[src/hdl/running_sample_statistics_top_assert.svh]
`ifndef RUNNING_SAMPLE_STATISTICS_TOP_ASSERT_SVH
`define RUNNING_SAMPLE_STATISTICS_TOP_ASSERT_SVH

// same-cycle implication
`define RSS_ASSERT_IMP(name, ante, cons, msg) \
    name: assert property (@(posedge aclk) disable iff (!aresetn) (ante) |-> (cons)) \
        else $error(msg);

// next-cycle implication
`define RSS_ASSERT_NXT(name, ante, cons, msg) \
    name: assert property (@(posedge aclk) disable iff (!aresetn) (ante) |=> (cons)) \
        else $error(msg);

`endif

[src/hdl/rss_pkg.sv]
`timescale 1ns / 1ps

package rss_pkg;

    localparam int COUNT_BITS_DEF  = 20;
    localparam int SAMPLE_BITS_DEF = 16;
    localparam int CFG_COUNT_W     = 20;
    localparam int Q_W             = 32;
    localparam int WORD_W          = 64;
    localparam int DIV_W           = 128;
    localparam int ITER_W          = 8;
    localparam int SQ_W            = 45;
    localparam int SQRT_STEPS      = 32;
    localparam int RECIP_STEPS     = 33;
    localparam int MSQ_STEPS       = 84;

    localparam logic [1:0] REG_INIT_COUNT = 2'd0;
    localparam logic [1:0] REG_INIT_MEAN  = 2'd1;
    localparam logic [1:0] REG_INIT_HARM  = 2'd2;
    localparam logic [1:0] REG_INIT_DEV   = 2'd3;

    typedef enum logic [4:0] {
        ST_IDLE,
        ST_SEED_MM,
        ST_SEED_DD,
        ST_SEED_CM,
        ST_SEED_CSL,
        ST_SEED_CSH,
        ST_SEED_CSF,
        ST_SEED_DIV,
        ST_UPD_MUL,
        ST_UPD_SQ,
        ST_UPD_DIV,
        ST_MEAN,
        ST_MEAN_W,
        ST_HM,
        ST_HM_W,
        ST_M2,
        ST_MSQ,
        ST_MSQ_W,
        ST_SD,
        ST_SD_W,
        ST_QM,
        ST_QM_W,
        ST_OUT
    } state_t;

    typedef struct packed {
        logic              start;
        logic              sqrt_mode;
        logic [ITER_W-1:0] iters;
    } unit_req_t;

    typedef struct packed {
        logic busy;
        logic done;
        logic over;
    } unit_rsp_t;

    function automatic logic [Q_W-1:0] sat_q32(logic [WORD_W-1:0] q, logic over);
        return (over || (|q[WORD_W-1:Q_W])) ? '1 : q[Q_W-1:0];
    endfunction

endpackage

[src/hdl/rss_mul.sv]
`timescale 1ns / 1ps

module rss_mul (
    input  logic                          aclk,
    input  logic [rss_pkg::Q_W-1:0]       a,
    input  logic [rss_pkg::Q_W-1:0]       b,
    output logic [rss_pkg::WORD_W-1:0]    p
);

    logic [rss_pkg::WORD_W-1:0] p_reg;
    logic [rss_pkg::WORD_W-1:0] p_next;

    assign p_next = rss_pkg::WORD_W'(a) * rss_pkg::WORD_W'(b);

    always_ff @(posedge aclk) begin
        p_reg <= p_next;
    end

    assign p = p_reg;

endmodule

[config.mk]
export PLATFORM = sky130hd
export DESIGN_NAME = rss_mul
export DESIGN_NICKNAME = d
export VERILOG_FILES = /design/src/hdl/running_sample_statistics_top_assert.svh /design/src/hdl/rss_pkg.sv /design/src/hdl/rss_mul.sv
export SDC_FILE = /design/constraint.sdc
export NUM_CORES = 2
export LEC_CHECK = 0
export BUFFER_PORTS_ARGS = -buffer_cell sky130_fd_sc_hd__buf_4
export CAP_MARGIN = 20
export CORE_UTILIZATION = 25
export CTS_BUF_LIST = sky130_fd_sc_hd__clkbuf_2
export DETAILED_ROUTE_END_ITERATION = 10
export SLEW_MARGIN = 15
export SYNTH_ARGS = -nofsm -noshare
export SYNTH_HDL_FRONTEND = slang
export SYNTH_SLANG_ARGS = --single-unit
[constraint.sdc]
create_clock -name aclk -period 24 [get_ports aclk]
set_clock_uncertainty 0.15 [all_clocks]
set_input_delay 4.8 -clock aclk [delete_from_list [all_inputs] [get_ports aclk]]
set_output_delay 4.8 -clock aclk [all_outputs]
set_load 0.01 [all_outputs]
==> Implementation_results.wiki <==
{| class="wikitable"
! Metric !! Value
|-
| Run status || finished clean
|-
| Share of flip-flops with an asynchronous set or reset || 0
|-
| Routability congestion estimate from global placement || 0.885
|-
| Final-report max-slew violation count || 0
|-
| Post-cts repair resize count || 0
|-
| Number of antenna violations at the first check in global routing || 8
|-
| Syn_nets || 4982
|-
| Critical Path Slowest Stage Cell || fa_1
|-
| TritonRoute pass-1 iters || 7
|-
| Ys flop type || dfxtp_1
|-
| Count of mapped cells out of synthesis || 3758
|-
| Sum of negative setup slack || 0 ns
|-
| Shortest period the worst path allows || 11.98 ns
|-
| Required time at the worst-slack endpoint || 24.56 ns
|-
| Peak per-stage delay on the critical path || 0.63 ns
|-
| Chain of cells forming the critical path || buf_4, and2_1, fa_1, fa_1, inv_1, fa_1, inv_1, fa_1, inv_1, fa_1, fa_1, fa_1, fa_1, inv_1, ha_1, nand4_1, or4_1, or3_1, a31oi_1, a31o_2, a211oi_1, o21ai_1, xor2_1
|-
| Critical Path Start Type || input port
|-
| Unrepaired setup endpoints after global routing || false
|-
| Global router's overall resource usage || 0.143
|-
| HPWL Detailed || 79.8 mm
|-
| TritonCTS clock tree || built
|-
| Final critical-path share of the clock period || 0.499
|-
| Number of design-rule violations left by the first detailed-router iteration || 1312
|-
| Number of vias in the routed layout || 24431
|-
| Actual transition at the worst max-transition pin || 0.818 ns
|-
| Largest fanout on the critical path || 32
|-
| Count of nets left with antenna violations after detail routing || 0
|-
| Initial standard-cell utilization of the core || 0.252
|-
| Total routed wirelength || 96.8 mm
|-
| Number of I/O port buffers || 128
|-
| Core region area || 137000 µm²
|-
| Synth warn || 0
|-
| Number of CTS-inserted buffers || 9
|-
| Peak clock frequency supported by timing || 0.0835 GHz
|-
| Num ports || 129
|-
| Crit path capture type || register
|-
| Number of core rows || 136
|-
| Buffer cell driving the clock tree root || clkbuf_2
|-
| Worst-path clk slew || 0.26 ns
|-
| Share of final-layout standard cells stronger than drive strength 1 || 0.0419
|-
| Remaining design rule violation count || 0
|-
| Flip-flop count of the largest register, all copies and words added || 64
|-
| Final count of negative-setup-slack endpoints || 0
|-
| Ratio of routed vias to standard cells || 4.46
|-
| Final hold vios || 0
|-
| TritonCTS Sinks || 64
|-
| Post-synthesis cell type count || 56
|-
| Routed length per placed instance || 17.7 µm
|-
| Horizontal die dimension || 374 µm
|-
| Worst Hold Class || input port to register
|-
| Total congestion overflow || 0
|-
| Wire length of the first global-routing pass || 155 mm
|-
| Netlist area before placement || 34600 µm²
|-
| H-Tree Level Count || 3
|-
| Post-synth EDFFs || 0
|-
| Mean instance size in the synthesized netlist || 9.21 µm²
|-
| Buffers inserted by post-CTS timing repair || 0
|-
| Via count of the first global-routing pass || 27133
|-
| Pin count of the biggest net entering global routing || 33
|-
| Start-to-end type of the worst setup path || input port to register
|-
| Max Cap Viol || 0
|-
| Sequential area share after synthesis || 0.0370
|-
| Number of nets in the final layout || 4894
|-
| Max transition margin || 0.451
|-
| Floorplan die area || 140000 µm²
|-
| Number of hold buffers added after CTS || 0
|-
| Highest-count cells in the layout ignoring fill and taps || fa_1 (896), inv_1 (863), and2_1 (603), nand2_1 (478), ha_1 (263)
|-
| Most common cell after layout, fill and taps aside || fa_1
|-
| Arr. time, crit path || 12.54 ns
|-
| Syn-to-layout area delta || 7.19%
|-
| Floorplan die height || 374 µm
|-
| Clock tree buffer depth || 2
|-
| Flip-flop and latch count after synthesis || 64
|-
| Cell type with the highest occurrence count on the critical path || fa_1
|}
==> metal layers <==
layer	up-vias	wire [µm]	track usage
li1	10695	-	-
met1	12851	38400	0.176
met2	705	50000	0.254
met3	174	4960	0.0222
met4	6	3420	0.0455
met5	-	36	0
==> synthesized netlist by cell type, types with 3 or more instances <==
library cell / instances / area share
nor3_1: 5 / 0.00072
or4_1: 3 / 0.00065
o21ai_0: 28 / 0.0040
or3_1: 5 / 0.00090
and4_1: 4 / 0.0010
a21boi_0: 3 / 0.00065
a211oi_1: 4 / 0.00087
o211ai_1: 3 / 0.00065
dfxtp_1: 64 / 0.037
clkbuf_1: 215 / 0.023
nand4_1: 24 / 0.0043
o21a_1: 8 / 0.0017
buf_2: 9 / 0.0013
a311oi_1: 3 / 0.00076
fa_1: 896 / 0.52
and2_1: 603 / 0.11
nand2_1: 478 / 0.052
and3_1: 14 / 0.0025
a21oi_1: 68 / 0.0098
inv_1: 863 / 0.094
a31oi_1: 11 / 0.0020
o21bai_1: 10 / 0.0022
xnor2_1: 33 / 0.0083
xor2_1: 26 / 0.0066
a21o_1: 37 / 0.0080
nor2_1: 21 / 0.0023
nand3_1: 12 / 0.0017
o221ai_1: 3 / 0.00076
a221o_1: 4 / 0.0012
ha_1: 263 / 0.095
or2_2: 3 / 0.00054
==> logic make-up (layout without fill, tap and decap cells) <==
family                     after synthesis  in the layout  synth area share
adders and majority gates             1159           1159             0.613
AOI/OAI and AO/OA                      205            205            0.0392
muxes                                    1              1          0.000289
xor gates and xnor gates                59             59            0.0149
buffers and inverters                 1090           1007             0.119
DFF                                     64             64            0.0370
other                                    0              3                 0
and+or+nand+nor                       1180           1180             0.177
==> final timing paths <==
check  start    end  slack, ns  cells after the start
min     b[0]   p[0]       4.40                      2
max    a[26]  p[62]      12.02                     23
==> layout make-up <==
cell class | count | area [µm²]
Sequential cell | 64 | 1280
Clock buffer | 9 | 45.0
Tap cell | 1794 | 2240
Fill cell | 14647 | 100000
Inverter | 863 | 3240
Multi-Input combinational cell | 2604 | 29200
Clock inverter | 7 | 96.3
Antenna cell | 3 | 7.51
Timing Repair Buffer | 128 | 961
==> critical path: cells and delay by family <==
family | cells | cell delay [ns]
simple gates | 4 | 1.27
xor+xnor | 1 | 0.15
compound gates | 4 | 1.23
fa+ha+maj | 9 | 4.47
buf+inv | 5 | 0.57
==> per-stage QoR <==
step / area (µm²) / utilization / hold slack [ns] / std cells / setup slack [ns]
CTS: 37100 / 0.270 / 4.32 / 5469 / 12.23
finish: 37100 / 0.270 / 4.40 / 5472 / 12.02
floorplan: 34600 / - / 4.78 / 3758 / 12.30
global placement: 37000 / 0.269 / 5.04 / 5453 / 11.39
detailed placement: 37000 / 0.269 / 5.04 / 5453 / 11.35
global route: 37100 / 0.270 / 4.33 / 5472 / 11.73
Power is not shown: default switching activity piles up to over one toggle a cycle in this logic, so the estimate is an artifact.
