<file path="src/hdl/running_sample_statistics_top_assert.svh">
`ifndef RUNNING_SAMPLE_STATISTICS_TOP_ASSERT_SVH
`define RUNNING_SAMPLE_STATISTICS_TOP_ASSERT_SVH

// same-cycle implication
`define RSS_ASSERT_IMP(name, ante, cons, msg) \
    name: assert property (@(posedge aclk) disable iff (!aresetn) (ante) |-> (cons)) \
        else $error(msg);

// next-cycle implication
`define RSS_ASSERT_NXT(name, ante, cons, msg) \
    name: assert property (@(posedge aclk) disable iff (!aresetn) (ante) |=> (cons)) \
        else $error(msg);

`endif

</file>
<file path="src/hdl/rss_pkg.sv">
`timescale 1ns / 1ps

package rss_pkg;

    localparam int COUNT_BITS_DEF  = 20;
    localparam int SAMPLE_BITS_DEF = 16;
    localparam int CFG_COUNT_W     = 20;
    localparam int Q_W             = 32;
    localparam int WORD_W          = 64;
    localparam int DIV_W           = 128;
    localparam int ITER_W          = 8;
    localparam int SQ_W            = 45;
    localparam int SQRT_STEPS      = 32;
    localparam int RECIP_STEPS     = 33;
    localparam int MSQ_STEPS       = 84;

    localparam logic [1:0] REG_INIT_COUNT = 2'd0;
    localparam logic [1:0] REG_INIT_MEAN  = 2'd1;
    localparam logic [1:0] REG_INIT_HARM  = 2'd2;
    localparam logic [1:0] REG_INIT_DEV   = 2'd3;

    typedef enum logic [4:0] {
        ST_IDLE,
        ST_SEED_MM,
        ST_SEED_DD,
        ST_SEED_CM,
        ST_SEED_CSL,
        ST_SEED_CSH,
        ST_SEED_CSF,
        ST_SEED_DIV,
        ST_UPD_MUL,
        ST_UPD_SQ,
        ST_UPD_DIV,
        ST_MEAN,
        ST_MEAN_W,
        ST_HM,
        ST_HM_W,
        ST_M2,
        ST_MSQ,
        ST_MSQ_W,
        ST_SD,
        ST_SD_W,
        ST_QM,
        ST_QM_W,
        ST_OUT
    } state_t;

    typedef struct packed {
        logic              start;
        logic              sqrt_mode;
        logic [ITER_W-1:0] iters;
    } unit_req_t;

    typedef struct packed {
        logic busy;
        logic done;
        logic over;
    } unit_rsp_t;

    function automatic logic [Q_W-1:0] sat_q32(logic [WORD_W-1:0] q, logic over);
        return (over || (|q[WORD_W-1:Q_W])) ? '1 : q[Q_W-1:0];
    endfunction

endpackage

</file>
<file path="src/hdl/rss_shift_unit.sv">
`timescale 1ns / 1ps

module rss_shift_unit (
    input  logic                              aclk,
    input  logic                              aresetn,
    input  rss_pkg::unit_req_t                req,
    input  logic [rss_pkg::DIV_W-1:0]         num,
    input  logic [rss_pkg::WORD_W-1:0]        den,
    output rss_pkg::unit_rsp_t                rsp,
    output logic [rss_pkg::WORD_W-1:0]        quo
);

    localparam int W = rss_pkg::WORD_W;
    localparam int D = rss_pkg::DIV_W;

    logic                          busy_reg, busy_next;
    logic                          done_reg, done_next;
    logic                          mode_reg, mode_next;
    logic [rss_pkg::ITER_W-1:0]    iter_reg, iter_next;
    logic [D-1:0]                  num_reg, num_next;
    logic [D-1:0]                  quo_reg, quo_next;
    logic [W-1:0]                  rem_reg, rem_next;
    logic [W-1:0]                  den_reg, den_next;
    logic [W-1:0]                  bit_reg, bit_next;

    logic [W:0]   rem_sh;
    logic         div_ge;
    logic [W:0]   div_res;
    logic [W-1:0] sq_try;
    logic         sq_ge;

    assign rem_sh  = {rem_reg, num_reg[D-1]};
    assign div_ge  = rem_sh >= {1'b0, den_reg};
    assign div_res = div_ge ? (rem_sh - {1'b0, den_reg}) : rem_sh;
    assign sq_try  = quo_reg[W-1:0] + bit_reg;
    assign sq_ge   = rem_reg >= sq_try;

    always_comb begin
        busy_next = busy_reg;
        done_next = 1'b0;
        mode_next = mode_reg;
        iter_next = iter_reg;
        num_next  = num_reg;
        quo_next  = quo_reg;
        rem_next  = rem_reg;
        den_next  = den_reg;
        bit_next  = bit_reg;
        if (req.start) begin
            busy_next = 1'b1;
            mode_next = req.sqrt_mode;
            iter_next = req.iters;
            num_next  = num;
            quo_next  = '0;
            den_next  = den;
            rem_next  = req.sqrt_mode ? den : '0;
            bit_next  = W'(1) << (W - 2);
        end else if (busy_reg) begin
            iter_next = iter_reg - 1'b1;
            if (iter_reg == rss_pkg::ITER_W'(1)) begin
                busy_next = 1'b0;
                done_next = 1'b1;
            end
            if (mode_reg) begin
                bit_next = bit_reg >> 2;
                if (sq_ge) begin
                    rem_next = rem_reg - sq_try;
                    quo_next = D'((quo_reg[W-1:0] >> 1) + bit_reg);
                end else begin
                    quo_next = D'(quo_reg[W-1:0] >> 1);
                end
            end else begin
                num_next = num_reg << 1;
                rem_next = div_res[W-1:0];
                quo_next = {quo_reg[D-2:0], div_ge};
            end
        end
    end

    always_ff @(posedge aclk) begin
        if (!aresetn) begin
            busy_reg <= 1'b0;
            done_reg <= 1'b0;
            iter_reg <= '0;
        end else begin
            busy_reg <= busy_next;
            done_reg <= done_next;
            iter_reg <= iter_next;
        end
    end

    always_ff @(posedge aclk) begin
        mode_reg <= mode_next;
        num_reg  <= num_next;
        quo_reg  <= quo_next;
        rem_reg  <= rem_next;
        den_reg  <= den_next;
        bit_reg  <= bit_next;
    end

    assign rsp.busy = busy_reg;
    assign rsp.done = done_reg;
    assign rsp.over = |quo_reg[D-1:W];
    assign quo      = quo_reg[W-1:0];

endmodule
</file>
<file path="config.mk">
export PLATFORM = sky130hd
export DESIGN_NAME = rss_shift_unit
export DESIGN_NICKNAME = d
export VERILOG_FILES = /design/src/hdl/running_sample_statistics_top_assert.svh /design/src/hdl/rss_pkg.sv /design/src/hdl/rss_shift_unit.sv
export SDC_FILE = /design/constraint.sdc
export NUM_CORES = 1
export LEC_CHECK = 0
export ABC_AREA = 1
export BUFFER_PORTS_ARGS = -buffer_cell sky130_fd_sc_hd__buf_2
export CELL_PAD_IN_SITES_DETAIL_PLACEMENT = 0
export CELL_PAD_IN_SITES_GLOBAL_PLACEMENT = 1
export CORE_UTILIZATION = 47
export DETAILED_ROUTE_END_ITERATION = 7
export GPL_TIMING_DRIVEN = 0
export PLACE_DENSITY = 0.86
export SLEW_MARGIN = 20
export SYNTH_ARGS = -nofsm -noshare
export SYNTH_HDL_FRONTEND = slang
export SYNTH_SLANG_ARGS = --single-unit
</file>
<file path="constraint.sdc">
create_clock -name aclk -period 16.7 [get_ports aclk]
set_input_delay 0.835 -clock aclk [delete_from_list [all_inputs] [get_ports aclk]]
set_output_delay 0.835 -clock aclk [all_outputs]
set_load 0.02 [all_outputs]
</file>
==> reports/results.ini <==
[layout]
final_util_pct = 53.64
syn_to_final_growth_pct = 12.38
final_cell_mix = nand2_1 (2452), inv_1 (1014), nor2_1 (526), nand3_1 (417), buf_2 (298)
fin_nets = 7093
drive_above_1_share_pct = 7.903
diodes = 0
layout_commonest_cell = nand2_1

[clock_network]
cts_max_path_buffers = 3
htreeDepth = 2
cts.sinks = 427
numCtsBuffers = 51
clkLatencyLatePin_ns = 0.63
cts_setup_buffers = 0
clkTransAtPathRegs_ns = 0.06
cts_tree = yes
ctsResizeCount = 0
cts_hold_buf = 0
root_buffer = clkbuf_16

[setup_path]
max_stage_delay_ns = 0.99
cp_cell_sequence = ha_1, nand2_1, nor2_1, inv_1, nor4_1, nand3_1, nand3_1, a21oi_1, xor2_1, ha_1, nand2_1, o21ai_0, a21oi_1, o21ai_0, a21oi_2, nand2_4, buf_6, inv_1, a31oi_4, buf_16, buf_16, buf_16
required_ns = 17.03
critPathKind = register to register
cp_max_fo = 22
cp.arrival_ns = 6.80
cp_common_cell = buf_16
cp-start-kind = register
slowest_stage = nor4_1
end_kind = register

[timing]
final.setup_skew_ns = 0.02925
drv_slew = 0
timing.final.hold_violations = 0
setup_tns_ns = 0
slew_headroom_pct = 18.58
fin_crit_sh_pct = 38.77
finalCriticalPeriod_ns = 6.475
max_freq_mhz = 154.4
hold_slack_ns = 0.4057
setup_violations = 0
rsz0062_at_grt = false
worst_pin_slew_ns = 1.221

[route]
wl_per_cell_um = 20.30
vias_per_cell = 5.324
firstDrtPassIters = 8
vias = 41485
drt_wl_total_um = 158200
final_antenna_net_count = 0
drt_iter0_drc = 3290
drc = 4

[die]
dieArea_um2 = 83210
die_x_um = 288.5
die_h_um = 288.5
coreArea_um2 = 80810
rows = 104
ios = 271
start_util_pct = 47.73

[yosys]
synth_edf_count = 257
ys_types = 56
synth.ff_latch_count = 427
yosysWarnings = 0
syn_inst = 6358
async_reset_ff_share_pct = 0
synth_nets = 6760
ys.flop_type = edfxtp_1
synth_area_per_cell_um2 = 6.066
synth.yosys.seq_area_share_pct = 28.83
syn-cell-area_um2 = 38570

[grt]
grt_util_met2_pct = 64.80
use_met1_pct = 43.10
busiest_layer = met2
grt_pass1_wl_um = 230300
grt_start_max_net_pins = 55
antenna_found_initial = 0
gr-total-overflow = 0
grt_pass1_vias = 40015
grt_use_met3_pct = 3.436
grt_usage_pct = 37.33

[run_status]
violations = DRC
status = complete, but fails checks

[power]
ir_drop_uv = 81.48
p_leak_nw = 22.05
power_mw = 5.509
power_density_nw_per_um2 = 127.1

[placement]
gp_congestion = 1.030
io_buffers = 270
hpwl_um = 133700

[worst_hold_path]
hp-class = input port to register

[flow_run]
maxCapViolCount = 0

[worst max-delay path: cells and delay by family, from the launching register on]
kind | cells | cell delay, ns
DFF | 1 | 0.67
adders and majority gates | 2 | 0.68
xor gates and xnor gates | 1 | 0.20
buffers and inverters | 6 | 0.93
and+or+nand+nor | 7 | 2.02
AOI/OAI and AO/OA | 6 | 1.63
[layer usage]
layer  up-vias  routed length (um)
met3       429                9047
met5         -                   0
li1      20718                   -
met4         0               12820
met1     18782               61260
met2      1556               75060
[stage by stage]
stage | instances | worst slack (ns) | cell area [um2]
2_1_floorplan | 6358 | 5.951 | 38570
3_3_place_gp | 7688 | 1.550 | 41250
3_5_place_dp | 7698 | 10.61 | 41560
4_1_cts | 7792 | 10.57 | 43350
5_1_grt | 7792 | 10.24 | 43350
6_report | 7792 | 10.23 | 43350
[synthesized netlist by cell type (all sizes together) (8+ instances only)]
cell	number	area share (%)
clkbuf	132	1.3
xnor2	55	1.2
nand2	2468	24
inv	1033	10
a31oi	8	0.13
edfxtp	257	20
xor2	80	1.8
dfxtp	170	8.8
nand3b	49	0.95
buf	112	2.0
nor3	49	0.64
o32ai	64	1.5
o21ai	293	3.8
nand3	418	5.4
nor2	542	5.5
nand4	61	0.99
nor4	19	0.36
a21oi	290	3.8
o21bai	11	0.21
ha	196	6.4
[where the power goes]
group | switching (mW) | total (mW) | leakage, nW | internal, mW
Combinational | 2.00 | 2.90 | 17.2 | 0.899
Clock | 0.475 | 1.18 | 0.872 | 0.706
Sequential | 0.156 | 1.43 | 3.97 | 1.27
[layout make-up]
cell class / instances / area, um2
timing repair buffer: 280 / 1629
clock buffer: 69 / 1448
buffer: 244 / 1257
inverter: 1035 / 3885
fill: 8596 / 37460
multi-input combinational: 4652 / 22340
clock inverter: 25 / 337.8
sequential: 427 / 11120
tap: 1060 / 1326
[path summary, 6_finish.rpt]
check                                            endpoint  slack, ns  cells after the start                      start
worst max-delay path                 rem_reg[2]$_DFFE_PP_      10.23                     22   quo_reg[38]$_SDFFE_PP0P_
worst min-delay path                 den_reg[3]$_DFFE_PP_       0.41                      1                     den[3]
worst max register to register       rem_reg[2]$_DFFE_PP_      10.23                     22   quo_reg[38]$_SDFFE_PP0P_
worst min register to register  quo_reg[127]$_SDFFE_PP0P_       0.50                      2  quo_reg[127]$_SDFFE_PP0P_
[kinds of logic (layout without fill, tap and decap cells)]
family,after synthesis,after routing,share of synthesized area (%)
AOI/OAI and AO/OA,703,703,10.12
xor gates and xnor gates,135,135,3.065
adders and majority gates,198,198,6.462
buffers and inverters,1279,1653,13.33
DFF,427,427,28.83
and+or+nand+nor,3616,3616,38.19
Power figures use the tool's default switching activity.
